**src/hw/rtl/qte_fifo.sv**
```systemverilog
// ----------------------------------------------------------------------------
// qte_fifo
// Small register queue with push/full and pop/empty sides.
// ----------------------------------------------------------------------------
module qte_fifo #(
  parameter int W     = 8,
  parameter int DEPTH = 4
) (
  input  logic         clk,
  input  logic         rst_n,
  input  logic         push,
  input  logic [W-1:0] wdata,
  output logic         full,
  input  logic         pop,
  output logic [W-1:0] rdata,
  output logic         empty
);

  localparam int PW = (DEPTH > 1) ? $clog2(DEPTH) : 1;
  localparam int NW = $clog2(DEPTH + 1);

  logic [W-1:0]  mem_r [DEPTH];
  logic [PW-1:0] wptr_r, rptr_r;
  logic [NW-1:0] cnt_r;
  logic          do_push, do_pop;

  assign full    = (cnt_r == NW'(DEPTH));
  assign empty   = (cnt_r == '0);
  assign do_push = push && !full;
  assign do_pop  = pop && !empty;
  assign rdata   = mem_r[rptr_r];

  // storage
  always_ff @(posedge clk) begin
    if (do_push) mem_r[wptr_r] <= wdata;
  end

  // pointers and fill count
  always_ff @(posedge clk) begin
    if (!rst_n) begin
      wptr_r <= '0;
      rptr_r <= '0;
      cnt_r  <= '0;
    end else begin
      if (do_push) wptr_r <= (wptr_r == PW'(DEPTH - 1)) ? '0 : wptr_r + 1'b1;
      if (do_pop)  rptr_r <= (rptr_r == PW'(DEPTH - 1)) ? '0 : rptr_r + 1'b1;
      cnt_r <= cnt_r + NW'(do_push) - NW'(do_pop);
    end
  end

endmodule

```
**config.mk**
```make
export PLATFORM = sky130hd
export DESIGN_NAME = qte_fifo
export DESIGN_NICKNAME = d
export VERILOG_FILES = /design/src/hw/rtl/qte_fifo.sv
export SDC_FILE = /design/constraint.sdc
export NUM_CORES = 1
export LEC_CHECK = 0
export BUFFER_PORTS_ARGS = -buffer_cell sky130_fd_sc_hd__buf_2
export CAP_MARGIN = 40
export CELL_PAD_IN_SITES_DETAIL_PLACEMENT = 0
export CELL_PAD_IN_SITES_GLOBAL_PLACEMENT = 2
export CORE_MARGIN = 10
export CORE_UTILIZATION = 44
export DETAILED_ROUTE_END_ITERATION = 16
export PLACE_DENSITY_LB_ADDON = 0.1
export SLEW_MARGIN = 20
export SYNTH_ARGS = -nofsm -noshare
export SYNTH_HDL_FRONTEND = slang
export SYNTH_SLANG_ARGS = --single-unit
```
**constraint.sdc**
```tcl
create_clock -name clk -period 6.8 [get_ports clk]
set_clock_uncertainty 0.15 [all_clocks]
set_input_delay 1.36 -clock clk [delete_from_list [all_inputs] [get_ports clk]]
set_output_delay 1.36 -clock clk [all_outputs]
set_load 0.02 [all_outputs]
```
==> results.yml, run 1 <==
power_and_ir_drop:
  total_leakage_power_nw: 0.695
  p_clk_frac: 0.217
  vdd_drop_max_uv: 153
  swShare: 0.297
  seqPwrFrac: 0.516
  power_switching_uw: 196
  comb_power_share: 0.266
  intPower_uw: 463
  cellPowerDensity_nw_per_um2: 350
worst_setup_path:
  rr_startpoint: "cnt_r[1]$_SDFF_PN0_"
  r2r_end: "cnt_r[2]$_SDFF_PN0_"
  crit_type: "flip-flop to primary output"
  crit_path_cell_trace: "mux4_2, buf_2"
  cpPeakStageDelay_ns: 0.68
  crit_arrival_ns: 1.72
  cp_max_fo: 8
  end_kind: "primary output"
  startpoint_type: "flip-flop"
  required_ns: 5.29
  ff2ff_setup_slack_ns: 4.38
  worst_path_max_delay_cell: "dfxtp_1"
  reg2reg_depth: 9
synth:
  synth_area_um2: 1660
  synth_top_area_frac: 0.579
  syn_inst: 95
  yosys_warnings: 0
  synth.avg_cell_area_um2: 17.5
  ys_ff_latch: 41
  synth_area_leaders: "edfxtp_1 58%, dfxtp_1 11%, mux4_2 11%, ha_1 5.3%, inv_1 1.6%"
  yosysTopAreaCell: "edfxtp_1"
  seq_area_frac_synth: 0.688
  synth.net_count: 115
  ys_types: 21
placement:
  portBuffers: 21
  place_congestion: 0.674
  place_hpwl_um: 1850
floorplan:
  die-width_um: 81.4
  start_util: 0.453
  rows: 22
  die_h_um: 81.4
  die_area_um2: 6630
  core_area_um2: 3660
  io_pins: 22
hold_path:
  hold_path_depth: 2
  hold_end: "wptr_r[1]$_SDFFE_PN0P_"
  hold_path.startpoint: "wptr_r[1]$_SDFFE_PN0P_"
  hold_path.class: "flip-flop to flip-flop"
job:
  maxCapViolCount: 0
cts:
  cts_buffer_depth: 2
  cts_tree: "built"
  ctsResizeCount: 0
  cts_buffers: 5
  hold_buffers: 0
  clock-sinks: 41
  path_clk_slew_ns: 0.07
  cts_setup_buffers: 0
  insertion_delay_ns: 0.28
  root_buffer: "clkbuf_8"
  htree_num_levels: 2
grt:
  grt_start_max_net_pins: 13
  grt_pass1_wl_um: 4130
  antenna_found_initial: 0
  grt_use_total: 0.0833
  overflow: 0
  first_global_vias: 881
timing:
  setup_viol: 0
  finalCriticalPeriod_ns: 3.23
  hold_violations: 0
  slew_viol_final: 0
  fin_setup_tns_ns: 0
  relSlewSlack: 0.622
  fin_crit_sh: 0.475
  worst_pin_slew_ns: 0.566
  fmax_ghz: 0.310
  rsz0062_at_grt: "false"
finish:
  synthToLayoutAreaGrowth_pct: 13.5
  layout_commonest_cell: "edfxtp_1"
  num_antenna_cells: 0
  fin_nets: 139
  drive_gt1_frac: 0.350
  final_util: 0.514
  final_cell_mix: "32 x edfxtp_1, 21 x buf_2, 9 x dfxtp_1"
routing:
  antenna_left: 0
  drt_pass1_iterations: 4
  finalWirelength_um: 2480
  viasPerCell: 4.70
  drc: 0
  vias: 789
  dr.first_iter.drc_count: 22
  avgRoutedWirePerCell_um: 14.8
outcome:
  outcome: "finished, final reports clean"
[power by group through the flow]
stage                     clock (mW)  sequential (mW)  combinational, mW
after floorplan                    0            0.328              0.149
after global placement             0            0.346              0.179
after detailed placement           0            0.347              0.181
final                          0.143            0.340              0.176
after global routing           0.161            0.346              0.199
after CTS                      0.150            0.342              0.181
[per-stage QoR]
step	cells	total power [mW]	area (µm²)	setup WS (ns)	hold WS, ns
floorplan	95	0.477	1660	3.68	0.318
global placement	160	0.525	1800	3.50	0.346
detailed placement	160	0.528	1800	3.45	0.351
CTS	168	0.673	1880	3.53	0.361
global route	168	0.706	1880	3.45	0.396
finish	168	0.659	1880	3.57	0.354
[per-layer routing]
| metal | vias to the layer above | part of all wire | track usage |
|---|---|---|---|
| met2 | 17 | 0.50 | 0.134 |
| li1 | 392 | - | - |
| met5 | - | 0 | 0 |
| met3 | 4 | 0.075 | 0.0397 |
| met1 | 376 | 0.41 | 0.0938 |
| met4 | 0 | 0.011 | 0.0311 |
[critical path: cells and delay by family (launching register included)]
| family | cells | cell delay, ns |
|---|---|---|
| flip-flops | 1 | 0.68 |
| buffers and inverters | 1 | 0.18 |
| multiplexers | 1 | 0.58 |
[Yosys cell counts]
library cell	n
nor3b_4	1
nor2_1	2
clkbuf_1	2
nand3_1	2
and2_1	4
nor3_1	1
dfxtp_1	9
nand2_1	6
nor2b_2	1
mux4_2	8
buf_2	1
o21ai_0	2
inv_1	7
edfxtp_1	32
ha_1	7
buf_6	1
mux2i_1	2
fa_1	1
o31ai_2	1
and2_2	3
xnor2_1	2
[kinds of logic (layout without fill, tap and decap cells)]
group                      after synthesis  count (layout)  share of synthesized area
AOI/OAI and AO/OA                        3               3                     0.0136
xor gates and xnor gates                 2               2                     0.0106
adders and majority gates                8               8                     0.0649
buffers and inverters                   11              36                     0.0302
DFF                                     41              41                      0.688
muxes                                   10              10                      0.121
and+or+nand+nor                         20              20                     0.0724
[worst max-delay path by stage]
stage | startpoint | end | slack, ns | cells past startpoint
floorplan | push | cnt_r[2]$_SDFF_PN0_ | 3.68 | 10
global placement | push | cnt_r[2]$_SDFF_PN0_ | 3.50 | 10
detailed placement | push | cnt_r[2]$_SDFF_PN0_ | 3.45 | 10
CTS | flip-flop | rdata[4] | 3.53 | 2
global route | flip-flop | rdata[3] | 3.45 | 2
finish | flip-flop | rdata[4] | 3.57 | 2
[state kept, by name, summed over array words and instances, names as in the netlist, named ones only]
register,cells
mem_r,32
cnt_r,3
rptr_r,2
wptr_r,2
[layout make-up]
class                           instances  area (µm²)
Inverter                                7        26.3
Multi-Input combinational cell         43         468
Clock buffer                            6        72.6
Fill cell                             308        1780
Clock inverter                          2        10.0
Sequential cell                        41        1140
Tap cell                               48        60.1
Timing Repair Buffer                   21         105
Note: power is estimated with default switching activity, not from simulation.
==> run 2: changes to the inputs <==
--- a/config.mk
+++ b/config.mk
@@ -10,7 +10,7 @@
 export CELL_PAD_IN_SITES_DETAIL_PLACEMENT = 0
 export CELL_PAD_IN_SITES_GLOBAL_PLACEMENT = 2
 export CORE_MARGIN = 10
-export CORE_UTILIZATION = 44
+export CORE_UTILIZATION = 41
 export DETAILED_ROUTE_END_ITERATION = 16
 export PLACE_DENSITY_LB_ADDON = 0.1
 export SLEW_MARGIN = 20
==> constraint.sdc (replaced) <==
create_clock -name clk -period 3.33 [get_ports clk]
set_clock_uncertainty 0.15 [all_clocks]
set_input_delay 0.666 -clock clk [delete_from_list [all_inputs] [get_ports clk]]
set_output_delay 0.666 -clock clk [all_outputs]
set_load 0.02 [all_outputs]
==> run 2 against run 1 <==
Via count rose by 3.2%. Global-route usage shrank 0.43 points. Final cell count rose by 1.2%. Worst setup slack worse by 2.8 ns. Register-to-register slack worse by 3.5 ns. Non-clock buffer count unchanged. Combinational power up 100%. Critical path depth did not move. Die area up 5.5%. Critical endpoint is now rdata[1]. Largest power group unchanged.
==> results.yml, run 2 (synthesized netlist as in run 1, its figures left out) <==
grt:
  overflow: 0
  antenna_found_initial: 0
  grt_use_total: 0.0790
  first_global_vias: 858
  grt_pass1_wl_um: 4250
  grt_start_max_net_pins: 13
timing:
  slew_viol_final: 0
  fin_setup_tns_ns: 0
  setup_viol: 0
  finalCriticalPeriod_ns: 2.54
  fin_crit_sh: 0.763
  rsz0062_at_grt: "false"
  hold_violations: 0
  worst_pin_slew_ns: 0.558
  fmax_ghz: 0.394
  relSlewSlack: 0.628
power_and_ir_drop:
  comb_power_share: 0.251
  cellPowerDensity_nw_per_um2: 749
  p_total_mw: 1.43
  swShare: 0.286
  vdd_drop_max_uv: 259
  intPower_mw: 1.02
  total_leakage_power_nw: 0.703
  seqPwrFrac: 0.486
  p_clk_frac: 0.263
  power_switching_uw: 409
routing:
  vias: 814
  dr.first_iter.drc_count: 28
  drc: 0
  drt_pass1_iterations: 4
  finalWirelength_um: 2590
  avgRoutedWirePerCell_um: 15.2
  antenna_left: 0
  viasPerCell: 4.79
finish:
  num_antenna_cells: 0
  layout_commonest_cell: "edfxtp_1"
  fillers: 373
  largest_reg_flops: 32
  final_cell_mix: "32 x edfxtp_1, 21 x buf_2, 9 x dfxtp_1"
  top_regs: "mem_r x32, cnt_r x3"
  fin_nets: 139
  drive_gt1_frac: 0.342
  regMostFlops: "mem_r"
  synthToLayoutAreaGrowth_pct: 15.1
floorplan:
  start_util: 0.418
  die-width_um: 83.6
  core_area_um2: 3970
  rows: 23
  die_area_um2: 6990
  io_pins: 22
  die_h_um: 83.6
worst_setup_path:
  required_ns: 2.51
  reg2reg_depth: 10
  worst_path_max_delay_cell: "dfxtp_1"
  crit_type: "flip-flop to primary output"
  crit_arrival_ns: 1.72
  cp_max_fo: 8
  startpoint_type: "flip-flop"
  cpPeakStageDelay_ns: 0.68
  end_kind: "primary output"
  crit_path_cell_trace: "mux4_2, buf_2"
cts:
  cts_buffers: 5
  cts_setup_buffers: 0
  htree_num_levels: 2
  root_buffer: "clkbuf_8"
  clock-sinks: 41
  insertion_delay_ns: 0.29
  cts_tree: "built"
  cts_buffer_depth: 2
  path_clk_slew_ns: 0.08
  hold_buffers: 0
  ctsResizeCount: 0
placement:
  place_congestion: 0.733
  portBuffers: 21
  place_hpwl_um: 1850
hold_path:
  hold_path_depth: 2
  hold_path.class: "flip-flop to flip-flop"
outcome:
  outcome: "finished, final reports clean"
job:
  maxCapViolCount: 0
run 2: worst paths after layout:
kind	start	endpoint	slack, ns
worst max-delay path	flip-flop	rdata[1]	0.79
worst min-delay path	wptr_r[1]$_SDFFE_PN0P_	wptr_r[1]$_SDFFE_PN0P_	0.35
worst min register to register	wptr_r[1]$_SDFFE_PN0P_	wptr_r[1]$_SDFFE_PN0P_	0.35
worst max register to register	cnt_r[1]$_SDFF_PN0_	cnt_r[2]$_SDFF_PN0_	0.91
run 2: metrics by stage:
step | utilization | setup WS (ns) | std cells | area, µm² | hold slack, ns
3_3_place_gp | 0.454 | 0.703 | 162 | 1800 | 0.341
4_1_cts | 0.481 | 0.745 | 170 | 1910 | 0.360
2_1_floorplan | - | 0.900 | 95 | 1660 | 0.318
5_1_grt | 0.481 | 0.677 | 170 | 1910 | 0.386
6_report | 0.481 | 0.789 | 170 | 1910 | 0.350
3_5_place_dp | 0.454 | 0.660 | 162 | 1800 | 0.349
run 2: per-layer routing:
layer,global-route usage,wire length (µm),vias to the layer above
li1,-,-,392
met3,0.0410,160,5
met1,0.0798,1010,396
met2,0.134,1360,21
met5,0,0,-
met4,0.0320,48,0
run 2: cell type report:
cell class,count,area (µm²),share of cell area
repair buffers,21,105,0.0550
multi-input cells,43,468,0.245
clock inverters,2,33.8,0.0177
clock buffers,6,72.6,0.0380
well taps,50,62.6,0.0328
flip-flops and latches,41,1140,0.598
inverters,7,26.3,0.0138
run 2: critical path, delay by kind of cell, from the launching register on:
kind / cells / cell delay (ns)
muxes: 1 / 0.58
buffers and inverters: 1 / 0.18
DFF: 1 / 0.68
run 2: power by group through the flow:
| stage | clock [mW] | combinational, mW | sequential [mW] |
|---|---|---|---|
| final | 0.376 | 0.359 | 0.695 |
| after CTS | 0.387 | 0.370 | 0.698 |
| after detailed placement | 0 | 0.368 | 0.709 |
| after global placement | 0 | 0.365 | 0.707 |
| after floorplan | 0 | 0.304 | 0.670 |
| after global routing | 0.420 | 0.403 | 0.707 |
